$ cat config.mk
export PLATFORM = sky130hd
export DESIGN_NAME = relative_path_record_decoder_core
export DESIGN_NICKNAME = d
export VERILOG_FILES = /design/src/hw/rtl/rprd_pkg.sv /design/src/hw/rtl/rprd_front.sv /design/src/hw/rtl/rprd_queue.sv /design/src/hw/rtl/rprd_back.sv /design/src/hw/rtl/relative_path_record_decoder_core.sv
export SDC_FILE = /design/constraint.sdc
export NUM_CORES = 1
export LEC_CHECK = 0
export BUFFER_PORTS_ARGS = -buffer_cell sky130_fd_sc_hd__buf_2
export CAP_MARGIN = 20
export CORE_UTILIZATION = 25
export DETAILED_ROUTE_END_ITERATION = 16
export PLACE_DENSITY = 0.45
export SLEW_MARGIN = 20
export SYNTH_ARGS = -nofsm -noshare
export SYNTH_HDL_FRONTEND = slang
export SYNTH_HIERARCHICAL = 1
export SYNTH_SLANG_ARGS = --single-unit
$ cat constraint.sdc
create_clock -name clk -period 10.8 [get_ports clk]
set_input_delay 2.16 -clock clk [delete_from_list [all_inputs] [get_ports clk]]
set_output_delay 2.16 -clock clk [all_outputs]
set_load 0.02 [all_outputs]
$ cat src/hw/rtl/rprd_pkg.sv
// ----------------------------------------------------------------------------
// rprd_pkg
// Shared types, verb codes and coordinate helpers for the relative path
// record decoder.
// ----------------------------------------------------------------------------
package rprd_pkg;

	// coordinate arithmetic width; results carry the low 32 bits
	localparam int COORD_WIDTH = 32;
	localparam int OUT_WIDTH   = 32;

	// element layout: verb byte then eight interleaved coordinate bytes
	localparam int          ELEM_BYTES = 9;
	localparam logic [3:0]  LAST_POS   = 4'(ELEM_BYTES - 1);

	// queue between front and back
	localparam int QUEUE_DEPTH = 4;
	localparam int QPTR_W      = $clog2(QUEUE_DEPTH);
	localparam int QCNT_W      = $clog2(QUEUE_DEPTH + 1);

	// verb codes
	localparam logic [7:0] VERB_LINE        = 8'd2;
	localparam logic [7:0] VERB_LINE_CLOSE  = 8'd3;
	localparam logic [7:0] VERB_CURVE       = 8'd4;
	localparam logic [7:0] VERB_CURVE_CLOSE = 8'd5;
	localparam logic [7:0] VERB_MOVE        = 8'd6;

	typedef logic [COORD_WIDTH-1:0] coord_t;
	typedef logic [OUT_WIDTH-1:0]   ocoord_t;

	typedef enum logic [1:0] {
		KIND_MOVE  = 2'd0,
		KIND_LINE  = 2'd1,
		KIND_CURVE = 2'd2,
		KIND_DONE  = 2'd3
	} kind_t;

	typedef enum logic [1:0] {
		OP_MOVE  = 2'd0,
		OP_LINE  = 2'd1,
		OP_CURVE = 2'd2
	} op_t;

	// which curve point an element is
	typedef enum logic [1:0] {
		SLOT_FIRST  = 2'd0,
		SLOT_SECOND = 2'd1,
		SLOT_EMIT   = 2'd2
	} slot_t;

	// one queue word: work the back part does for one byte
	typedef struct packed {
		logic   clear;
		logic   has_elem;
		op_t    op;
		slot_t  slot;
		logic   closes;
		logic   has_done;
		logic   path_closed;
		coord_t dx;
		coord_t dy;
	} entry_t;

	// one result word
	typedef struct packed {
		kind_t   kind;
		ocoord_t p1_x;
		ocoord_t p1_y;
		ocoord_t p2_x;
		ocoord_t p2_y;
		ocoord_t p3_x;
		ocoord_t p3_y;
		logic    closes;
		logic    path_closed;
		logic    last;
	} result_t;

	// sign-extend or truncate a 32-bit field to coordinate width
	function automatic coord_t to_coord(input logic [31:0] v);
		return coord_t'($signed(v));
	endfunction

	// low bits of a coordinate for the result ports
	function automatic ocoord_t to_out(input coord_t c);
		return ocoord_t'(c);
	endfunction

endpackage

$ cat src/hw/rtl/rprd_front.sv
// ----------------------------------------------------------------------------
// rprd_front
// Assembles record bytes into elements, classifies verbs, tracks curve point
// count and the closed flag, and pushes work words to the queue.
// ----------------------------------------------------------------------------
module rprd_front import rprd_pkg::*; (
	input  logic       clk,
	input  logic       arst_n,
	input  logic       accept,
	input  logic [7:0] data_byte,
	input  logic       record_start,
	input  logic       record_end,
	output logic       q_push,
	output entry_t     q_word
);

	logic [3:0]  pos_q;
	logic [7:0]  verb_hold_q;
	logic [31:0] x_asm_q;
	logic [31:0] y_asm_q;
	logic [1:0]  count_q;
	logic        closed_q;
	logic        pend_clear_q;

	logic [3:0]  pos0;
	logic [1:0]  count0;
	logic        closed0;
	logic        last_byte;
	logic        has_elem;
	op_t         op;
	logic        closes;
	logic [1:0]  count_next;
	logic        closed_next;

	// view the state after a record start has cleared it
	always_comb begin
		pos0      = record_start ? '0 : pos_q;
		count0    = record_start ? '0 : count_q;
		closed0   = record_start ? 1'b0 : closed_q;
		last_byte = (pos0 >= LAST_POS);
	end

	// classify the verb of a completed element
	always_comb begin
		has_elem   = 1'b0;
		op         = OP_MOVE;
		closes     = 1'b0;
		count_next = count0;
		if (last_byte) begin
			unique case (verb_hold_q) inside
				VERB_MOVE: begin
					has_elem = 1'b1;
					op       = OP_MOVE;
				end
				VERB_LINE, VERB_LINE_CLOSE: begin
					has_elem = 1'b1;
					op       = OP_LINE;
					closes   = (verb_hold_q == VERB_LINE_CLOSE);
				end
				VERB_CURVE, VERB_CURVE_CLOSE: begin
					has_elem = 1'b1;
					op       = OP_CURVE;
					if (slot_t'(count0) == SLOT_EMIT) begin
						closes     = (verb_hold_q == VERB_CURVE_CLOSE);
						count_next = '0;
					end else begin
						count_next = count0 + 2'd1;
					end
				end
				default: begin
					has_elem = 1'b0;
				end
			endcase
		end
		closed_next = closed0 | (has_elem & closes);
	end

	// build the queue word
	always_comb begin
		q_word.clear       = record_start | pend_clear_q;
		q_word.has_elem    = has_elem;
		q_word.op          = op;
		q_word.slot        = slot_t'(count0);
		q_word.closes      = closes;
		q_word.has_done    = record_end;
		q_word.path_closed = closed_next;
		q_word.dx          = to_coord(x_asm_q);
		q_word.dy          = to_coord({y_asm_q[23:0], data_byte});
		q_push             = accept & (has_elem | record_end);
	end

	// advance byte position and element state
	always_ff @(posedge clk or negedge arst_n) begin
		if (!arst_n) begin
			pos_q        <= '0;
			verb_hold_q  <= '0;
			x_asm_q      <= '0;
			y_asm_q      <= '0;
			count_q      <= '0;
			closed_q     <= 1'b0;
			pend_clear_q <= 1'b0;
		end else if (accept) begin
			if (pos0 == '0) begin
				verb_hold_q <= data_byte;
			end else if (pos0[0]) begin
				x_asm_q <= {x_asm_q[23:0], data_byte};
			end else begin
				y_asm_q <= {y_asm_q[23:0], data_byte};
			end
			pos_q    <= (last_byte || record_end) ? '0 : pos0 + 4'd1;
			count_q  <= count_next;
			closed_q <= closed_next;
			// hold a record start until a word carries it to the back
			if (q_push) begin
				pend_clear_q <= 1'b0;
			end else if (record_start) begin
				pend_clear_q <= 1'b1;
			end
		end
	end

endmodule

$ cat src/hw/rtl/rprd_queue.sv
// ----------------------------------------------------------------------------
// rprd_queue
// Short first-in first-out queue of work words between front and back.
// ----------------------------------------------------------------------------
module rprd_queue import rprd_pkg::*; (
	input  logic   clk,
	input  logic   arst_n,
	input  logic   push,
	input  entry_t wdata,
	input  logic   pop,
	output entry_t rdata,
	output logic   valid,
	output logic   full
);

	entry_t            store_q [QUEUE_DEPTH];
	logic [QPTR_W-1:0] wptr_q;
	logic [QPTR_W-1:0] rptr_q;
	logic [QCNT_W-1:0] count_q;

	assign valid = (count_q != '0);
	assign full  = (count_q == QCNT_W'(QUEUE_DEPTH));
	assign rdata = store_q[rptr_q];

	// write the word
	always_ff @(posedge clk) begin
		if (push) begin
			store_q[wptr_q] <= wdata;
		end
	end

	// advance pointers and fill count
	always_ff @(posedge clk or negedge arst_n) begin
		if (!arst_n) begin
			wptr_q  <= '0;
			rptr_q  <= '0;
			count_q <= '0;
		end else begin
			if (push) begin
				wptr_q <= wptr_q + QPTR_W'(1);
			end
			if (pop) begin
				rptr_q <= rptr_q + QPTR_W'(1);
			end
			case ({push, pop})
				2'b10:   count_q <= count_q + QCNT_W'(1);
				2'b01:   count_q <= count_q - QCNT_W'(1);
				default: count_q <= count_q;
			endcase
		end
	end

endmodule

$ cat src/hw/rtl/rprd_back.sv
// ----------------------------------------------------------------------------
// rprd_back
// Carries out queued work: updates the current point, keeps curve control
// points, flips y and drives the result register.
// ----------------------------------------------------------------------------
module rprd_back import rprd_pkg::*; (
	input  logic        clk,
	input  logic        arst_n,
	input  logic [31:0] page_height,
	input  logic        q_valid,
	input  entry_t      q_word,
	output logic        q_pop,
	input  logic        pop,
	output logic        out_valid,
	output result_t     out_word
);

	coord_t  cur_x_q;
	coord_t  cur_y_q;
	coord_t  cp_q [4];
	logic    phase_q;
	logic    out_valid_q;
	result_t out_word_q;

	logic    adv;
	logic    take;
	coord_t  base_x;
	coord_t  base_y;
	coord_t  new_x;
	coord_t  new_y;
	coord_t  height;
	logic    emit;
	logic    produce;
	result_t res;

	assign out_valid = out_valid_q;
	assign out_word  = out_word_q;

	// work out the next point and the result word
	always_comb begin
		adv     = !out_valid_q || pop;
		take    = q_valid && adv;
		height  = to_coord(page_height);
		base_x  = q_word.clear ? '0 : cur_x_q;
		base_y  = q_word.clear ? '0 : cur_y_q;
		new_x   = (q_word.op == OP_MOVE) ? q_word.dx : base_x - q_word.dx;
		new_y   = (q_word.op == OP_MOVE) ? q_word.dy : base_y - q_word.dy;
		emit    = q_word.has_elem && (q_word.op != OP_CURVE || q_word.slot == SLOT_EMIT);
		produce = phase_q || emit || q_word.has_done;
		q_pop   = take && !(!phase_q && emit && q_word.has_done);

		res = '0;
		if (phase_q || !emit) begin
			res.kind        = KIND_DONE;
			res.path_closed = q_word.path_closed;
			res.last        = 1'b1;
		end else if (q_word.op == OP_CURVE) begin
			res.kind   = KIND_CURVE;
			res.p1_x   = to_out(cp_q[0]);
			res.p1_y   = to_out(height - cp_q[1]);
			res.p2_x   = to_out(cp_q[2]);
			res.p2_y   = to_out(height - cp_q[3]);
			res.p3_x   = to_out(new_x);
			res.p3_y   = to_out(height - new_y);
			res.closes = q_word.closes;
			res.last   = !q_word.has_done;
		end else begin
			res.kind   = (q_word.op == OP_MOVE) ? KIND_MOVE : KIND_LINE;
			res.p1_x   = to_out(new_x);
			res.p1_y   = to_out(height - new_y);
			res.closes = q_word.closes;
			res.last   = !q_word.has_done;
		end
	end

	// keep control points of a curve in progress
	always_ff @(posedge clk) begin
		if (take && !phase_q && q_word.has_elem && q_word.op == OP_CURVE) begin
			if (q_word.slot == SLOT_FIRST) begin
				cp_q[0] <= new_x;
				cp_q[1] <= new_y;
			end else if (q_word.slot == SLOT_SECOND) begin
				cp_q[2] <= new_x;
				cp_q[3] <= new_y;
			end
		end
	end

	// advance the current point and the done phase
	always_ff @(posedge clk or negedge arst_n) begin
		if (!arst_n) begin
			cur_x_q <= '0;
			cur_y_q <= '0;
			phase_q <= 1'b0;
		end else if (take) begin
			if (!phase_q) begin
				if (q_word.has_elem) begin
					cur_x_q <= new_x;
					cur_y_q <= new_y;
				end else if (q_word.clear) begin
					cur_x_q <= '0;
					cur_y_q <= '0;
				end
				phase_q <= emit && q_word.has_done;
			end else begin
				phase_q <= 1'b0;
			end
		end
	end

	// hold the result until it is popped
	always_ff @(posedge clk or negedge arst_n) begin
		if (!arst_n) begin
			out_valid_q <= 1'b0;
		end else if (adv) begin
			out_valid_q <= take && produce;
		end
	end

	always_ff @(posedge clk) begin
		if (take && produce) begin
			out_word_q <= res;
		end
	end

endmodule

$ cat src/hw/rtl/relative_path_record_decoder_core.sv
// ----------------------------------------------------------------------------
// relative_path_record_decoder_core
// Decodes path record bytes into move, line, cubic curve and done words.
//
//  channel   | handshake            | words
//  ----------+----------------------+---------------------------------------
//  input     | push / full          | data_byte, record_start, record_end
//  result    | empty / pop          | segment_kind, point1..3 x/y, flags
//  config    | page_height_we       | page_height (one register)
//
// One byte is taken per cycle while the four-word work queue has room.
// A byte that ends both a record and an element that yields a result
// gives two results, the element then the done word, and its queue word
// stays at the back part until both are out; other queued words give at
// most one result, and bytes that yield no word never reach it. Results are
// registered as the back part takes their word. The result register is held
// until popped; the back part stalls on it and the front stalls only when
// the queue is full.
// Reset clears all control state at once; there is no clearing pass.
// ----------------------------------------------------------------------------
module relative_path_record_decoder_core import rprd_pkg::*; (
	input  logic               clk,
	input  logic               arst_n,
	input  logic               push,
	output logic               full,
	input  logic [7:0]         data_byte,
	input  logic               record_start,
	input  logic               record_end,
	output logic               empty,
	input  logic               pop,
	output logic [1:0]         segment_kind,
	output logic signed [31:0] point1_x,
	output logic signed [31:0] point1_y,
	output logic signed [31:0] point2_x,
	output logic signed [31:0] point2_y,
	output logic signed [31:0] point3_x,
	output logic signed [31:0] point3_y,
	output logic               closes_here,
	output logic               path_closed,
	output logic               last_of_run,
	input  logic               page_height_we,
	input  logic signed [31:0] page_height
);

	logic [31:0] page_height_q;
	logic        q_full;
	logic        q_push;
	entry_t      q_wdata;
	logic        q_pop;
	entry_t      q_rdata;
	logic        q_valid;
	logic        out_valid;
	result_t     out_word;
	logic        accept;

	assign full   = q_full;
	assign accept = push && !q_full;
	assign empty  = !out_valid;

	// hold the page height register
	always_ff @(posedge clk or negedge arst_n) begin
		if (!arst_n) begin
			page_height_q <= '0;
		end else if (page_height_we) begin
			page_height_q <= page_height;
		end
	end

	rprd_front u_front (
		.clk          (clk),
		.arst_n       (arst_n),
		.accept       (accept),
		.data_byte    (data_byte),
		.record_start (record_start),
		.record_end   (record_end),
		.q_push       (q_push),
		.q_word       (q_wdata)
	);

	rprd_queue u_queue (
		.clk    (clk),
		.arst_n (arst_n),
		.push   (q_push),
		.wdata  (q_wdata),
		.pop    (q_pop),
		.rdata  (q_rdata),
		.valid  (q_valid),
		.full   (q_full)
	);

	rprd_back u_back (
		.clk         (clk),
		.arst_n      (arst_n),
		.page_height (page_height_q),
		.q_valid     (q_valid),
		.q_word      (q_rdata),
		.q_pop       (q_pop),
		.pop         (pop),
		.out_valid   (out_valid),
		.out_word    (out_word)
	);

	// drive the result ports
	assign segment_kind = out_word.kind;
	assign point1_x     = out_word.p1_x;
	assign point1_y     = out_word.p1_y;
	assign point2_x     = out_word.p2_x;
	assign point2_y     = out_word.p2_y;
	assign point3_x     = out_word.p3_x;
	assign point3_y     = out_word.p3_y;
	assign closes_here  = out_word.closes;
	assign path_closed  = out_word.path_closed;
	assign last_of_run  = out_word.last;

endmodule
== After elaboration in Yosys (flattened, before gate mapping) ==
Memory sizes are Yosys's and may differ from the RTL's. A register that Yosys moved wholly into a read port is not among the register bits.
Cells that the tools add are included.
Storage, ports and cells
  register bits after elaboration: 342
  memory bits (writable): 420
  input port bits: 47
  output and inout bits: 199
  logic and storage cells: 143
  memories: 2
Cells by class
  add/subtract/negate cells: 11
  $lt $le $gt $ge: 1
  eq/ne operators: 13
  mux-type cells: 41
  bitwise logic cells: 9
  reduce and logical (&&, ||, !) cells: 41
Memories
  u_queue.store_q: depth 4, width 73, rd ports 1, clocked after Yosys merged registers in 0, write ports 1, line rprd_queue.sv:16  | entry_t store_q [QUEUE_DEPTH];
  u_back.cp_q: depth 4, width 32, rd ports 4, clocked after Yosys merged registers in 1, write ports 2, line rprd_back.sv:20  | coord_t cp_q [4];
Operators by type and width (count)
  two-way mux 32 bit: 8
  subtractor 32 bit: 5
  two-way mux 65 bit: 1
  OR reduction 32 bit: 2
  == test 8 x 3 -> 1 bit, second input constant: 3
  two-way mux 1 bit: 20
  == test 8 x 2 -> 1 bit, second input constant: 2
  two-way mux 2 bit: 7
  logical AND 1 bit: 11
  == test 2 bit, second input constant: 4
  two-way mux 4 bit: 2
  OR reduction 2 bit: 4
  adder 2 x 1 -> 2 bit, second input constant: 3
  logical NOT 1 bit: 6
  logical OR 1 bit: 6
  case mux 3 bit (2 select lines): 1
  AND reduction 2 bit: 3
  AND reduction 3 bit: 2
  OR reduction 5 bit: 1
  adder 4 x 1 -> 4 bit, second input constant: 1
  == test 2 x 1 -> 1 bit, second input constant: 2
  >= comparator 4 bit, second input constant: 1
  logical NOT 2 bit: 2
  logical NOT 4 bit: 1
  11 further kinds: 18

== Depth between registers and ports, before layout ==
  depth after elaboration: 10
  depth in mapped cells: 32
  mapped depth without buffers: 29

== By module ==
Netlist, hierarchy kept.
By module, submodules not included
  rprd_back: instances 1, cells an instance 2325, area each 23167.2 sq um, seq. area each 11410.9 sq um
  rprd_queue: instances 1, cells an instance 414, area each 10921.7 sq um, seq. area each 8943.6 sq um
  rprd_front: instances 1, cells an instance 208, area each 3014.1 sq um, seq. area each 1801.7 sq um
  relative_path_record_decoder_core: instances 1, cells an instance 70, area each 1355.0 sq um, seq. area each 800.8 sq um

== Worst setup path after synthesis ==
Ideal clock, no wire load.
  kind: input port to flip-flop
  from: input pop
  to: register u_back.out_valid_q (netlist: u_back/out_valid)
  setup time: 139 ps
  arrival: 12626 ps
  required time: 10661 ps
  slack: -1966 ps
  stages on the path: 3
  path buffers: 0
  path through: o21ai_0 -> a21oi_1 -> o21bai_1
Between the ends
  cells in the longest elaborated chain, start to end: 3
RTL lines
  start, declared: line relative_path_record_decoder_core.sv:30  | input logic pop,
  logical OR 1 bit (*): line rprd_back.sv:41  | adv = !out_valid_q || pop;
  logical AND 1 bit: line rprd_back.sv:42  | take = q_valid && adv;
  logical AND 1 bit: line rprd_back.sv:116  | out_valid_q <= take && produce;
  end signal, assigned: line rprd_back.sv:116
  end, declared: line rprd_back.sv:22  | logic out_valid_q;
Every way passes the cells marked *; elsewhere a longest branch is shown, timed or not.
A chain may end at the register's enable or synchronous reset.

==> summary.md <==
| Metric | Value |
|---|---|
| Nets@finish | ~3.5k |
| Pins Over Slew Limit | 0 |
| Worst-path clk slew | 0.06 ns |
| Critical path's largest stage delay | 0.95 ns |
| Largest net degree at the start of global routing | 86 |
| Setup crit start kind | register |
| Setup WS post-layout | 3.11 ns |
| Post-CTS setup buffers | 0 |
| Post-synth net total | 3,213 |
| Unique masters post-synth | 103 |
| Hold buffer count at cts | 0 |
| Pre-CTS setup slack | 3.02 ns |
| Vias post-DR | 24.6k |
| Mapped Area | a little under 40,000 um2 |
| Yosys Warn Count | 6 |
| Antenna-violating nets left | 0 |
| Min cycle time layout | 7.69 ns |
| Sink Count | 794 |
| WHS | 0.471 ns |
| Worst slew pin tran | 1.06 ns |
| Worst path slowest cell | mux4_2 |
| Critical path data arrival time | 8.09 ns |
| Relative slew margins | 0.295 |
| CTS tree | built |
| Average size of a mapped cell | 12.7 um2 |
| Drt first-iter violations | about 1.9k |
| Top-count cell post-synth | edfxtp_1 |
| Unrepaired setup endpoints after global routing | false |
| CTS max path bufs | 3 |
| Fin crit share | 0.712 |
| Antenna violations before repair | 15 |
| # rows | 143 |
| Synth Instances | 3,017 |
| GP Congestion | 0.842 |
| IO Pins | 246 |
| Status | completed |
| Die W | 394 um |
| Vias in the first global route | 24.1k |
| Top cell type's share of synthesized area | 0.482 |
| Starting density of the core | 0.253 |
| DIE AREA | 155,000 um2 |
| Number of enable flip-flop cells after synthesis | 617 |
| Post-synth ARST share | 0.223 |
| Number of max-cap violations | 0 |
| CP Data Required Time | around 11 ns |
| Synth Flop Type | edfxtp_1 |
| Endpoint type of the worst setup path | register |
| Clock skew | 0.0386 ns |
| Grt ovf | 0 |
| Post-route DRC | 0 |
| Core ar. | 152,000 um2 |
| Vias per cell | between 4 and 5 |
| HP Class | register to register |
| CTS Buf Count | 88 |
| Layout area overhead | 16.6% |
| Max Fanout on Critical Path | 34 |
| Top cells by area, synth | edfxtp_1 48%, dfrtp_1 12%, ha_1 4.7% |
| Sum of negative setup slack | 0 ns |
| Root Driver | clkbuf_16 |
| DR pass1 iterations | 5 |
| Mean routed wirelength per cell | 20.3 um |
| Dpl hpwl | 75,000 um |
| Sequential cell area fraction in the yosys report | 0.597 |
| Tot GR Track Use | 0.138 |
| Number of port buffers | around 250 |
| Hold Violations, Final | 0 |
| Final setup fails | 0 |
| CP Class | register to register |
| Final WL | 109,000 um |
| First-pass GRT wire length | around 160,000 um |
| CTS resizes | 0 |
| H-tree depth | 3 |
| Most common library cells after synthesis | 617 x edfxtp_1, 257 x nor2_1, 230 x inv_1 |
| Max Fclk | 130 MHz |
| Die height | slightly below 400 um |
| Register bit total from synthesis | roughly 790 |
| Top cell type by total area after synthesis | edfxtp_1 |
| Layout cells sized above 1 | 0.197 |
| Worst-skew pair later-pin latency | 0.69 ns |
worst paths after layout:
path / cells after the start / from / endpoint / slack, ns
max: 26 / u_queue/rptr_q[0] / u_back/out_word[159] / 3.11
min: 2 / u_back/cur_x_q[16] / u_back/cur_x_q[16] / 0.47
max reg2reg: 26 / u_queue/rptr_q[0] / u_back/out_word[159] / 3.11
min reg2reg: 2 / u_back/cur_x_q[16] / u_back/cur_x_q[16] / 0.47
max in group asynchronous: 2 / arst_n / page_height_q[2] / 7.79
min in group asynchronous: 1 / arst_n / u_back/out_valid / 1.53
metal layers:
metal  up-vias  share of wire  track usage
met3       127          0.048       0.0210
met4        16          0.021       0.0386
met1     12330           0.49        0.202
met5         -        0.00094            0
li1      11532              -            -
met2       579           0.44        0.211
worst max-delay path: cells and delay by family (launching register included):
| family | cells | cell delay (ns) |
|---|---|---|
| AO/OA/AOI/OAI | 12 | 2.95 |
| adder cells (fa/ha/maj) | 5 | 1.63 |
| multiplexers | 1 | 0.95 |
| AND/OR/NAND/NOR | 5 | 0.86 |
| flip-flops | 1 | 0.61 |
| XOR/XNOR | 2 | 0.33 |
| buffers and inverters | 1 | 0.06 |
kinds of logic after synthesis:
group,count (synthesis),synth area share
adder cells (fa/ha/maj),164,0.0537
flip-flops,794,0.597
XOR/XNOR,126,0.0287
AND/OR/NAND/NOR,798,0.101
buffers and inverters,358,0.0398
AO/OA/AOI/OAI,588,0.101
multiplexers,189,0.0791
area by class of cell:
cell class | count | area (um2)
antenna | 7 | 17.5
clock buffer | 121 | 2470
clock inverter | 42 | 420
fill | 15465 | 107000
inverter | 231 | 867
multi-input combinational | 1865 | 14100
sequential | 794 | 23000
tap | 2030 | 2540
timing repair buffer | 279 | 1490
cell usage in the layout, fill, tap and decap left out, drive strengths merged, types with 54 or more instances in the layout:
| cell type | count |
|---|---|
| nor2b | 93 |
| xnor2 | 79 |
| mux2 | 98 |
| inv | 235 |
| ha | 143 |
| a21oi | 133 |
| buf | 278 |
| nor3 | 54 |
| mux4 | 73 |
| dfrtp | 177 |
| clkbuf | 122 |
| nor2 | 258 |
| nand2 | 188 |
| edfxtp | 617 |
| o21ai | 175 |
stage by stage:
step	cells	cell area (um2)	utilization
6_report	5369	44800	0.294
4_1_cts	5362	44800	0.294
2_1_floorplan	3017	38500	-
3_5_place_dp	5199	41900	0.275
3_3_place_gp	5199	41900	0.275
5_1_grt	5362	44800	0.294
registers in the layout, indices dropped and copies added (netlist names):
name	flops
u_queue/count_q	3
u_back/cur_y_q	32
u_front/x_asm_q	32
u_back/phase_q	1
u_queue/store_q	292
page_height_q	32
u_front/verb_hold_q	8
u_front/count_q	2
u_back/cp_q	128
u_back/out_valid	1
u_front/y_asm_q	24
u_queue/rptr_q	2
u_front/pend_clear_q	1
u_queue/wptr_q	2
u_back/cur_x_q	32
u_front/closed_q	1
u_back/out_word	197
u_front/pos_q	4
Power is left out: the tool's default activity adds up to more than one toggle a clock period on the data nets, which glitch-free logic cannot reach.
